[config.mk]
export PLATFORM = sky130hd
export DESIGN_NAME = fbpa_regs
export DESIGN_NICKNAME = d
export VERILOG_FILES = /design/src/rtl/fbpa_pkg.sv /design/src/rtl/fbpa_regs.sv
export SDC_FILE = /design/constraint.sdc
export NUM_CORES = 1
export LEC_CHECK = 0
export BUFFER_PORTS_ARGS = -buffer_cell sky130_fd_sc_hd__buf_2
export CORE_UTILIZATION = 46
export DETAILED_ROUTE_END_ITERATION = 7
export PLACE_DENSITY = 0.91
export SYNTH_ARGS = -nofsm -noshare
export SYNTH_HDL_FRONTEND = slang
export SYNTH_SLANG_ARGS = --single-unit
[constraint.sdc]
create_clock -name clock -period 1.7 [get_ports clock]
set_clock_uncertainty 0.1 [all_clocks]
set_input_delay 0.34 -clock clock [delete_from_list [all_inputs] [get_ports clock]]
set_output_delay 0.34 -clock clock [all_outputs]
set_load 0.02 [all_outputs]
[src/rtl/fbpa_pkg.sv]
// Shared types and constants of the fixed block pool allocator.
// No dependencies; used by every RTL module of the block.
package fbpa_pkg;

   localparam int MAX_BLOCKS_DEFAULT = 1024;

   localparam int ADDR_W      = 32;
   localparam int CFG_SIZE_W  = 16;
   localparam int CFG_COUNT_W = 11;
   localparam int STATUS_W    = 3;
   localparam int PADDR_W     = 4;
   localparam int PDATA_W     = 32;

   // register reset values
   localparam logic [ADDR_W-1:0]      BASE_RESET  = 32'd0;
   localparam logic [CFG_SIZE_W-1:0]  SIZE_RESET  = 16'd64;
   localparam logic [CFG_COUNT_W-1:0] COUNT_RESET = 11'd1024;

   // register indexes (paddr[3:2])
   localparam logic [1:0] REG_BASE_ADDRESS = 2'd0;
   localparam logic [1:0] REG_BLOCK_SIZE   = 2'd1;
   localparam logic [1:0] REG_BLOCK_COUNT  = 2'd2;

   // operations
   localparam logic OP_ALLOC = 1'b0;
   localparam logic OP_FREE  = 1'b1;

   // result status codes
   localparam logic [STATUS_W-1:0] STATUS_OK      = 3'd0;
   localparam logic [STATUS_W-1:0] STATUS_EMPTY   = 3'd1;
   localparam logic [STATUS_W-1:0] STATUS_NULL    = 3'd2;
   localparam logic [STATUS_W-1:0] STATUS_INVALID = 3'd3;
   localparam logic [STATUS_W-1:0] STATUS_FULL    = 3'd4;

   typedef struct packed {
      logic              operation;
      logic [ADDR_W-1:0] address;
   } req_type;

   typedef struct packed {
      logic [ADDR_W-1:0]      block_address;
      logic [STATUS_W-1:0]    status;
      logic [CFG_COUNT_W-1:0] free_left;
   } rsp_type;

   // register file to datapath
   typedef struct packed {
      logic [ADDR_W-1:0]      base_address;
      logic [CFG_SIZE_W-1:0]  block_size;
      logic [CFG_COUNT_W-1:0] block_count;
      logic                   refill;
      logic [CFG_COUNT_W-1:0] refill_count;
   } cfg_type;

   // controller to datapath
   typedef struct packed {
      logic                load_item;
      logic                pop;
      logic                mul;
      logic                set_addr;
      logic                prep;
      logic                div_init;
      logic                div_step;
      logic                push;
      logic                set_status;
      logic [STATUS_W-1:0] status;
      logic                load_out;
   } cmd_type;

   // datapath to controller
   typedef struct packed {
      logic op_free;
      logic addr_null;
      logic count_zero;
      logic range_ok;
      logic div_last;
      logic rem_zero;
      logic list_full;
   } flags_type;

endpackage

[src/rtl/fbpa_regs.sv]
// APB-style configuration registers of the block pool allocator.
// Depends on fbpa_pkg.
module fbpa_regs (
   input  logic                          clock,
   input  logic                          reset,
   input  logic                          psel,
   input  logic                          penable,
   input  logic                          pwrite,
   input  logic [fbpa_pkg::PADDR_W-1:0]  paddr,
   input  logic [fbpa_pkg::PDATA_W-1:0]  pwdata,
   output logic [fbpa_pkg::PDATA_W-1:0]  prdata,
   output logic                          pready,
   output fbpa_pkg::cfg_type             cfg
);

   logic [fbpa_pkg::ADDR_W-1:0]      base_ff;
   logic [fbpa_pkg::CFG_SIZE_W-1:0]  size_ff;
   logic [fbpa_pkg::CFG_COUNT_W-1:0] count_ff;
   logic                             wr_en;
   logic [1:0]                       reg_idx;

   assign pready  = 1'b1;
   assign wr_en   = psel & penable & pwrite;
   assign reg_idx = paddr[3:2];

   always_ff @(posedge clock) begin
      if (reset) begin
         base_ff  <= fbpa_pkg::BASE_RESET;
         size_ff  <= fbpa_pkg::SIZE_RESET;
         count_ff <= fbpa_pkg::COUNT_RESET;
      end else if (wr_en) begin
         case (reg_idx)
            fbpa_pkg::REG_BASE_ADDRESS: base_ff  <= pwdata;
            fbpa_pkg::REG_BLOCK_SIZE:   size_ff  <= pwdata[fbpa_pkg::CFG_SIZE_W-1:0];
            fbpa_pkg::REG_BLOCK_COUNT:  count_ff <= pwdata[fbpa_pkg::CFG_COUNT_W-1:0];
            default: ;
         endcase
      end
   end

   always_comb begin
      case (reg_idx)
         fbpa_pkg::REG_BASE_ADDRESS: prdata = base_ff;
         fbpa_pkg::REG_BLOCK_SIZE:   prdata = 32'(size_ff);
         fbpa_pkg::REG_BLOCK_COUNT:  prdata = 32'(count_ff);
         default:                    prdata = '0;
      endcase
   end

   // a block-count write refills the free list in the same edge
   assign cfg.base_address = base_ff;
   assign cfg.block_size   = size_ff;
   assign cfg.block_count  = count_ff;
   assign cfg.refill       = wr_en && (reg_idx == fbpa_pkg::REG_BLOCK_COUNT);
   assign cfg.refill_count = pwdata[fbpa_pkg::CFG_COUNT_W-1:0];

endmodule

==> results by group <==
Routing
  • Via count: roughly 2,700
  • Vias per Instance: just over 5
  • Router iterations before antenna repair: 4
  • Aggregate routed wire length: about 7500 um
  • Count of routing violations after the opening detailed-route iteration: 125
  • Routed length per instance: 14.3 um
  • Remaining number of nets flagged by the antenna check after routing: 0
  • Number of remaining DRC errors: 0

Place
  • # port buffers: 141
  • DP HPWL: 5310 um
  • Pre-CTS WS: 38.4 ps
  • Placer's final routability congestion estimate: 0.725

GRT
  • Number of global-route vias before repair: 2,452
  • Overall overflow remaining after global route: 0
  • Overall routing resource usage: 0.226
  • Global-route wire length before repair: 11,400 um
  • Number of antenna violations at the first check in global routing: 0
  • Largest net degree at the start of global routing: 77

Floorplan
  • Initial core utilization: 0.486
  • Die span in x: 82 um
  • Row cnt: 28
  • Top Ports: 145
  • Core region area: slightly above 6000 um^2
  • Die height: between 80 and 90 um
  • Floorplan die area: ~6700 um^2

CTS
  • TritonCTS clock tree: yes
  • Reg clk slew, reported paths: 60 ps
  • CTS Hold Buffers Added: 0
  • Clock latency of the later-clocked register in the worst-skew pair: 320 ps
  • Clock Root Buffer: clkbuf_8
  • Clk buf depth: 2
  • Cts bufs inserted: 9
  • Number of sinks driven by the clock tree: 59
  • Depth of the CTS H-tree: 3

Yosys
  • Synthesized Nets: 358
  • Syn Std Cell Area: between 2000 and 3000 um^2
  • Proportion of synthesized flip-flops having asynchronous set or reset: 0
  • Number of library cell types mapped by synthesis: 25
  • Synth Register Bits: 59
  • Main area contributors after synthesis: dfxtp_1 (40%), mux2i_1 (20%), nand2b_1 (12%), o31ai_1 (4.1%), buf_4 (3.8%)
  • Most frequent cell after synthesis: dfxtp_1
  • Fraction of synthesized cell area taken by the top area cell type: 0.401
  • Post-synth EDFFs: 0
  • Proportion of synthesized chip area in sequential cells: 0.401
  • Syn avg cell area: 9.29 um^2
  • Warning count from the yosys run: 0
  • Top cells by count, synth: dfxtp_1 (59), mux2i_1 (58), nand2b_1 (57)
  • Dominant synthesized flop cell: dfxtp_1
  • Cells after synthesis: approximately 320
  • Cell type with the highest aggregate area in the netlist: dfxtp_1

Setup path
  • Capture instance of the worst register-to-register path: count_ff[10]
  • Worst Reg-to-Reg Cells: 1
  • Internal reg-to-reg setup slack: between 900 and 1000 ps
  • CP Data Arrival Time: 1210 ps
  • Maximum fanout along the worst path: 7
  • Crit Path Class: input port to primary output
  • WP data required: roughly 1300 ps
  • Category of the worst setup path launch point: input port
  • Critical Path Sink Type: primary output
  • Startpoint of the most critical register-to-register path: count_ff[10]

Timing
  • Number of setup violations in the final report: 0
  • Fmax: approximately 0.61 GHz
  • Sum of negative setup slack: 0 ps
  • Share of the clock period used by the worst path after layout: 0.969
  • Final Hold Violating Endpoints: 0
  • Final period demand of the worst path: 1650 ps
  • Final worst hold slack: 160 ps
  • Unrepaired setup endpoints after global routing: false
  • Max-slew violation count: 0
  • Worst setup slack after layout: 53.4 ps

Power and ir drop
  • Max VDD drop: about 0.54 mV
  • Power density of the placed cells: 797 nW/um^2
  • Clock network fraction of total power: 0.434
  • Internal power contribution: 0.00237 W
  • Switching share of total power: 0.236
  • Leakage power: 2.01 nW
  • Share of total power in sequential cells: 0.455
  • Net switching power: 0.000734 W
  • Combinational power share: 0.112

Layout
  • Final core utilization: 0.644
  • Antenna diodes: 0
  • Multi-input gate area: roughly 1500 um^2
  • Layout filler cell count: 529
  • Sequential standard cell area: 1180 um^2
  • Layout overhead on the synthesized area: 32.5%
  • Proportion of layout cells with a drive suffix above 1: 0.390
  • Net total in the final layout: ~500

Worst hold path
  • Worst min path class: input port to flip-flop
  • Worst hold path stage count: 3
  • Worst-case hold path end point: base_ff[16]
  • Critical hold path startpoint: pwdata[16]

Job
  • MaxCap Viol Count: 0

Run status
  • Result of the run: completed
## registers in the layout (all words and copies together), names as in the netlist
name	count
size_ff	16
base_ff	32
count_ff	11
## power by group through the flow
stage / Sequential, W / Combinational (W) / Clock [W]
2_1_floorplan: 0.00147 / 0.000206 / 0
3_3_place_gp: 0.00144 / 0.000339 / 0
3_5_place_dp: 0.00144 / 0.000346 / 0
4_1_cts: 0.00141 / 0.000346 / 0.00138
5_1_grt: 0.00142 / 0.000375 / 0.00146
6_report: 0.00141 / 0.000347 / 0.00135
## critical path: stages
cell	delay [ps]
buf_2	140
and2b_1	230
buf_4	160
nand2_1	60
o21ai_1	100
buf_4	170
## cell families after synthesis
family	synth area share
AOI/OAI and AO/OA	0.0897
muxes	0.197
other	0.00127
and+or+nand+nor	0.228
DFF	0.401
buffers and inverters	0.0824
## worst max path at each step
stage	depth (start not counted)	startpoint	to	slack, ps
detailed placement	6	paddr[2]	prdata[10]	40
floorplan	3	paddr[3]	prdata[10]	60
global placement	6	paddr[2]	prdata[6]	70
finish	6	paddr[2]	prdata[10]	50
CTS	6	paddr[2]	prdata[10]	30
global route	6	paddr[2]	prdata[6]	10
## placed cells by master, fill, tap and decap left out
cell type,instances
mux2i_1,58
nand2_1,12
nand2b_1,57
clkbuf_8,13
buf_6,1
and2b_1,1
clkbuf_1,1
conb_1,1
o31ai_1,16
nand3_2,1
o21ai_1,10
buf_4,13
nor2_1,7
nand3b_2,1
nor3_4,1
buf_2,140
nand3_1,16
o21ai_0,1
and3_1,2
dfxtp_1,59
inv_1,1
and2_1,16
bufinv_16,1
a211o_1,1
nor2_2,1
buf_12,4
a21oi_1,16
## per-stage QoR
stage | instance area (um^2) | instances | power, W
2_1_floorplan | 2940 | 317 | 0.00167
3_5_place_dp | 3680 | 511 | 0.00179
3_3_place_gp | 3680 | 511 | 0.00178
4_1_cts | 3890 | 526 | 0.00314
6_report | 3900 | 526 | 0.00311
5_1_grt | 3900 | 526 | 0.00325
## layer usage
metal | global-route usage | vias up | part of all wire
met5 | 0 | - | 0
met4 | 0.0632 | 0 | 0.0040
met3 | 0.0633 | 4 | 0.060
met2 | 0.410 | 99 | 0.51
met1 | 0.256 | 1260 | 0.43
li1 | - | 1325 | -
## cell type report
class,instances,share of cell area
inverter,1,0.000962
sequential,59,0.303
timing repair buffer,158,0.228
clock inverter,1,0.00770
clock buffer,14,0.0468
tap,75,0.0241
multi-input combinational,218,0.390
## repair_timing
action	CTS	global route
setup buffers	0	0
endpoints found under the setup margin	0	1
gates resized for setup	0	3
Power figures use the tool's default switching activity.
