[src/rtl/fbpa_pkg.sv]
// Shared types and constants of the fixed block pool allocator.
// No dependencies; used by every RTL module of the block.
package fbpa_pkg;

   localparam int MAX_BLOCKS_DEFAULT = 1024;

   localparam int ADDR_W      = 32;
   localparam int CFG_SIZE_W  = 16;
   localparam int CFG_COUNT_W = 11;
   localparam int STATUS_W    = 3;
   localparam int PADDR_W     = 4;
   localparam int PDATA_W     = 32;

   // register reset values
   localparam logic [ADDR_W-1:0]      BASE_RESET  = 32'd0;
   localparam logic [CFG_SIZE_W-1:0]  SIZE_RESET  = 16'd64;
   localparam logic [CFG_COUNT_W-1:0] COUNT_RESET = 11'd1024;

   // register indexes (paddr[3:2])
   localparam logic [1:0] REG_BASE_ADDRESS = 2'd0;
   localparam logic [1:0] REG_BLOCK_SIZE   = 2'd1;
   localparam logic [1:0] REG_BLOCK_COUNT  = 2'd2;

   // operations
   localparam logic OP_ALLOC = 1'b0;
   localparam logic OP_FREE  = 1'b1;

   // result status codes
   localparam logic [STATUS_W-1:0] STATUS_OK      = 3'd0;
   localparam logic [STATUS_W-1:0] STATUS_EMPTY   = 3'd1;
   localparam logic [STATUS_W-1:0] STATUS_NULL    = 3'd2;
   localparam logic [STATUS_W-1:0] STATUS_INVALID = 3'd3;
   localparam logic [STATUS_W-1:0] STATUS_FULL    = 3'd4;

   typedef struct packed {
      logic              operation;
      logic [ADDR_W-1:0] address;
   } req_type;

   typedef struct packed {
      logic [ADDR_W-1:0]      block_address;
      logic [STATUS_W-1:0]    status;
      logic [CFG_COUNT_W-1:0] free_left;
   } rsp_type;

   // register file to datapath
   typedef struct packed {
      logic [ADDR_W-1:0]      base_address;
      logic [CFG_SIZE_W-1:0]  block_size;
      logic [CFG_COUNT_W-1:0] block_count;
      logic                   refill;
      logic [CFG_COUNT_W-1:0] refill_count;
   } cfg_type;

   // controller to datapath
   typedef struct packed {
      logic                load_item;
      logic                pop;
      logic                mul;
      logic                set_addr;
      logic                prep;
      logic                div_init;
      logic                div_step;
      logic                push;
      logic                set_status;
      logic [STATUS_W-1:0] status;
      logic                load_out;
   } cmd_type;

   // datapath to controller
   typedef struct packed {
      logic op_free;
      logic addr_null;
      logic count_zero;
      logic range_ok;
      logic div_last;
      logic rem_zero;
      logic list_full;
   } flags_type;

endpackage

[src/rtl/fbpa_ctrl.sv]
// Sequencing state machine of the block pool allocator.
// Depends on fbpa_pkg; drives fbpa_datapath through cmd_type.
module fbpa_ctrl (
   input  logic                  clock,
   input  logic                  reset,
   input  logic                  req_valid,
   output logic                  req_stall,
   output logic                  rsp_valid,
   input  logic                  rsp_stall,
   input  fbpa_pkg::flags_type   flags,
   output fbpa_pkg::cmd_type     cmd
);

   typedef enum logic [3:0] {
      S_IDLE,
      S_DISPATCH,
      S_A_READ,
      S_A_ADD,
      S_F_RANGE,
      S_F_DIV,
      S_F_TEST,
      S_FINISH
   } state_type;

   state_type state_ff, state_in;
   logic      rsp_valid_ff, rsp_valid_in;

   assign req_stall = (state_ff != S_IDLE);
   assign rsp_valid = rsp_valid_ff;

   always_comb begin
      cmd          = '0;
      state_in     = state_ff;
      rsp_valid_in = rsp_valid_ff && rsp_stall;
      case (state_ff)
         S_IDLE: begin
            if (req_valid) begin
               cmd.load_item = 1'b1;
               state_in      = S_DISPATCH;
            end
         end
         S_DISPATCH: begin
            if (!flags.op_free) begin
               if (flags.count_zero) begin
                  cmd.set_status = 1'b1;
                  cmd.status     = fbpa_pkg::STATUS_EMPTY;
                  state_in       = S_FINISH;
               end else begin
                  cmd.pop  = 1'b1;
                  state_in = S_A_READ;
               end
            end else if (flags.addr_null) begin
               cmd.set_status = 1'b1;
               cmd.status     = fbpa_pkg::STATUS_NULL;
               state_in       = S_FINISH;
            end else begin
               cmd.prep = 1'b1;
               state_in = S_F_RANGE;
            end
         end
         S_A_READ: begin
            cmd.mul  = 1'b1;
            state_in = S_A_ADD;
         end
         S_A_ADD: begin
            cmd.set_addr   = 1'b1;
            cmd.set_status = 1'b1;
            cmd.status     = fbpa_pkg::STATUS_OK;
            state_in       = S_FINISH;
         end
         S_F_RANGE: begin
            if (!flags.range_ok) begin
               cmd.set_status = 1'b1;
               cmd.status     = fbpa_pkg::STATUS_INVALID;
               state_in       = S_FINISH;
            end else begin
               cmd.div_init = 1'b1;
               state_in     = S_F_DIV;
            end
         end
         S_F_DIV: begin
            cmd.div_step = 1'b1;
            if (flags.div_last) begin
               state_in = S_F_TEST;
            end
         end
         S_F_TEST: begin
            cmd.set_status = 1'b1;
            if (!flags.rem_zero) begin
               cmd.status = fbpa_pkg::STATUS_INVALID;
            end else if (flags.list_full) begin
               cmd.status = fbpa_pkg::STATUS_FULL;
            end else begin
               cmd.push   = 1'b1;
               cmd.status = fbpa_pkg::STATUS_OK;
            end
            state_in = S_FINISH;
         end
         S_FINISH: begin
            if (!rsp_valid_ff || !rsp_stall) begin
               cmd.load_out = 1'b1;
               rsp_valid_in = 1'b1;
               state_in     = S_IDLE;
            end
         end
         default: begin
            state_in = S_IDLE;
         end
      endcase
   end

   always_ff @(posedge clock) begin
      if (reset) begin
         state_ff     <= S_IDLE;
         rsp_valid_ff <= 1'b0;
      end else begin
         state_ff     <= state_in;
         rsp_valid_ff <= rsp_valid_in;
      end
   end

endmodule

[config.mk]
export PLATFORM = sky130hd
export DESIGN_NAME = fbpa_ctrl
export DESIGN_NICKNAME = d
export VERILOG_FILES = /design/src/rtl/fbpa_pkg.sv /design/src/rtl/fbpa_ctrl.sv
export SDC_FILE = /design/constraint.sdc
export NUM_CORES = 1
export LEC_CHECK = 0
export ABC_AREA = 1
export BUFFER_PORTS_ARGS = -buffer_cell sky130_fd_sc_hd__buf_2
export CAP_MARGIN = 20
export CELL_PAD_IN_SITES_DETAIL_PLACEMENT = 1
export CELL_PAD_IN_SITES_GLOBAL_PLACEMENT = 2
export CORE_ASPECT_RATIO = 1.4
export CORE_MARGIN = 2
export CORE_UTILIZATION = 16
export CTS_CLUSTER_DIAMETER = 200
export DETAILED_ROUTE_END_ITERATION = 16
export MAX_ROUTING_LAYER = met4
export PLACE_DENSITY_LB_ADDON = 0.1
export SLEW_MARGIN = 5
export SYNTH_ARGS = -nofsm -noshare
export SYNTH_HDL_FRONTEND = slang
export SYNTH_SLANG_ARGS = --single-unit
[constraint.sdc]
create_clock -name clock -period 1.3 [get_ports clock]
set_input_delay 0.065 -clock clock [delete_from_list [all_inputs] [get_ports clock]]
set_output_delay 0.065 -clock clock [all_outputs]
set_load 0.05 [all_outputs]
==> impl_results.md <==
- CTS Buffer Depth: 2
- Met1 WL: 546 um
- Slew margin rel.: 0.840
- CP arrival: 1250 ps
- Gr usage total: 0.118
- Detailed Route Iter0 Violations: 3
- Die width: 44.8 um
- CTS buffer count: 3
- Compound-Gate Fraction of Synth Area: 0.134
- FF/Latch Area: 91.3 um^2
- Largest family of logic cells by synthesized area: simple AND/OR/NAND/NOR gates
- XOR/XNOR Fraction of Synth Area: 0
- Routed via count: 563
- Setup TNS: -14.1 ps
- Post-route DRC: 0
- Post-Syn Instances: 70
- Syn nets: 81
- Initial antenna violation count: 0
- Final Hold Slack: 26.9 ps
- Row count: 20
- Peak supply drop: 0.00151 V
- Setup WS post-layout: -14.1 ps
- Multiplexer area fraction after synthesis: 0
- Final Hold Viols: 0
- Clock skew: 4.41 ps
- Avg Cell Area, Syn: 5.33 um^2
- Clock H-tree levels: 1
- # nets final: 118
- Crit path max fanout: 8
- Port Buffer Count: 25
- CP endpoint kind: output port
- Vias per cell: 4.43
- Starting Density: 0.169
- Cts hold-fix bufs: 0
- Metal2 WL: 769 um
- Worst skew pair latency: 230 ps
- RSZ-0062 raised after global routing: true
- Fraction of layout instances using a drive strength above 1: 0.581
- Max-slew violations: 0
- Clk slew on worst S/H paths: 40 ps
- Synth Register Bits: 4
- Gr ovfl total: 0
- Post-Synth Simple-Gate Area: 0.510
- DR top layer: met3
- CTS tree: done
- Drt total wl: 1.41 mm
- Mapped Area: 373 um^2
- F_max: 0.761 GHz
- Final worst path period share: 1.01
- RePlAce Congestion: 0.648
- Area taken by multi-input logic gates: 310 um^2
- Antenna fix cells: 0
- Die height: 61.1 um
- Ys Warns: 0
- Register area share after synthesis: 0.215
- CTS Sinks: 4
- Core region area: 2200 um^2
- Wire per inst: 11.1 um
- Critical path launch point type: flip-flop
- Post-synthesis adder-cell area fraction: 0
- Max-cap violations: 0
- Die footprint: 2740 um^2
- Worst slack at placement: -33.4 ps
- CTS root buf: clkbuf_4
- Met3 Wirelength: 95 um
- Detailed placement HPWL: 1.17 mm
- Drt first pass iters: 2
- Min-Delay Path Class: primary input to flip-flop
- Number of global-route vias before repair: 546
- Critical Path RT: 1240 ps
- Power Density: 2830 nW/um^2
- Crit Path Category: flip-flop to output port
- Least-Margin Pin Slew: 239 ps
- IO Count: 26
- Lkg Pwr: 0.393 nW
- FILL cells: 288
- Largest net degree at the start of global routing: 9
- Setup violators final: 1
- Failing checks: negative setup slack
- Post-route ant nets: 0
- Global-route wire length before repair: 2.35 mm
- Tmin final: 1310 ps
- Status: finished with violations
- Post-synth cell types: 15
- Synth-to-layout area growth: 101%
[cells in the final DEF (no fill, tap or decap), types with 2 or more instances in the layout]
| master | instances |
|---|---|
| nand2_1 | 17 |
| buf_2 | 12 |
| buf_6 | 10 |
| buf_4 | 10 |
| inv_1 | 6 |
| nor2_2 | 6 |
| nor2_1 | 5 |
| a21oi_1 | 5 |
| nand3_1 | 4 |
| inv_2 | 4 |
| clkbuf_4 | 4 |
| nand3_2 | 3 |
| nor2_4 | 3 |
| dfxtp_4 | 3 |
| nor3_2 | 2 |
| o21ai_1 | 2 |
[metal layers]
layer  vias to the layer above  track usage
met1                       246        0.122
met5                         -            -
met3                         0       0.0205
li1                        296            -
met4                         0       0.0378
met2                        21        0.222
[cell families (layout without fill, tap and decap cells)]
kind of cell / Yosys count / in the layout
and+or+nand+nor: 45 / 45
buffers and inverters: 12 / 47
AOI/OAI and AO/OA: 9 / 9
DFF: 4 / 4
[sequential cells by signal (all words and copies together) (netlist names)]
signal / flops
rsp_valid: 1
state_ff: 3
[area by class of cell]
class / instances / area share
repair buffers: 33 / 0.340
multi-input cells: 54 / 0.413
inverters: 11 / 0.0583
well taps: 22 / 0.0367
flip-flops and latches: 4 / 0.122
clock buffers: 3 / 0.0300
[Yosys cell counts]
cell | n | share of area
or2_2 | 1 | 0.017
o211ai_1 | 1 | 0.020
nor3b_1 | 1 | 0.020
dfxtp_1 | 4 | 0.21
inv_2 | 2 | 0.020
inv_1 | 9 | 0.091
nand3_1 | 7 | 0.094
nor2_1 | 14 | 0.14
nor3_1 | 3 | 0.040
a21oi_1 | 5 | 0.067
o21a_1 | 1 | 0.020
nand4_1 | 1 | 0.017
nand2_1 | 18 | 0.18
o21ai_0 | 2 | 0.027
buf_6 | 1 | 0.030
[power breakdown]
part	switching, W	total, W	internal (W)
clock	0.0000491	0.000152	0.000103
sequential	0.000130	0.000336	0.000206
combinational	0.00103	0.00163	0.000600
total	0.00121	0.00212	0.000909
[path summary, 6_finish.rpt]
path	start	end	slack, ps	depth (start not counted)
max	state_ff[0]	cmd[5]	-10	5
min reg2reg	rsp_valid	rsp_valid	490	2
min	reset	state_ff[0]	30	2
max reg2reg	state_ff[1]	state_ff[2]	140	8
[worst max-delay path: stages, from the launching register on]
cell	delay (ps)
dfxtp_4	380
inv_2	70
nand3_2	90
buf_6	140
nor3b_2	160
buf_6	180
[stage by stage]
stage                     instances  cell area [um^2]  power [W]   util
after global routing            127               751    0.00230  0.341
after detailed placement        119               564    0.00156  0.256
after floorplan                  70               400    0.00126      -
after CTS                       126               703    0.00203  0.319
final                           127               751    0.00212  0.341
after global placement          119               564    0.00156  0.256
[repair_timing]
| item | 4_1_cts | 5_1_grt |
|---|---|---|
| setup endpoints to repair | 14 | 13 |
| buffers inserted | 4 | 1 |
| pin swaps | 3 | 3 |
| cloned | 0 | 0 |
| gates resized for setup | 30 | 17 |
(Power assumes the default switching activity.)
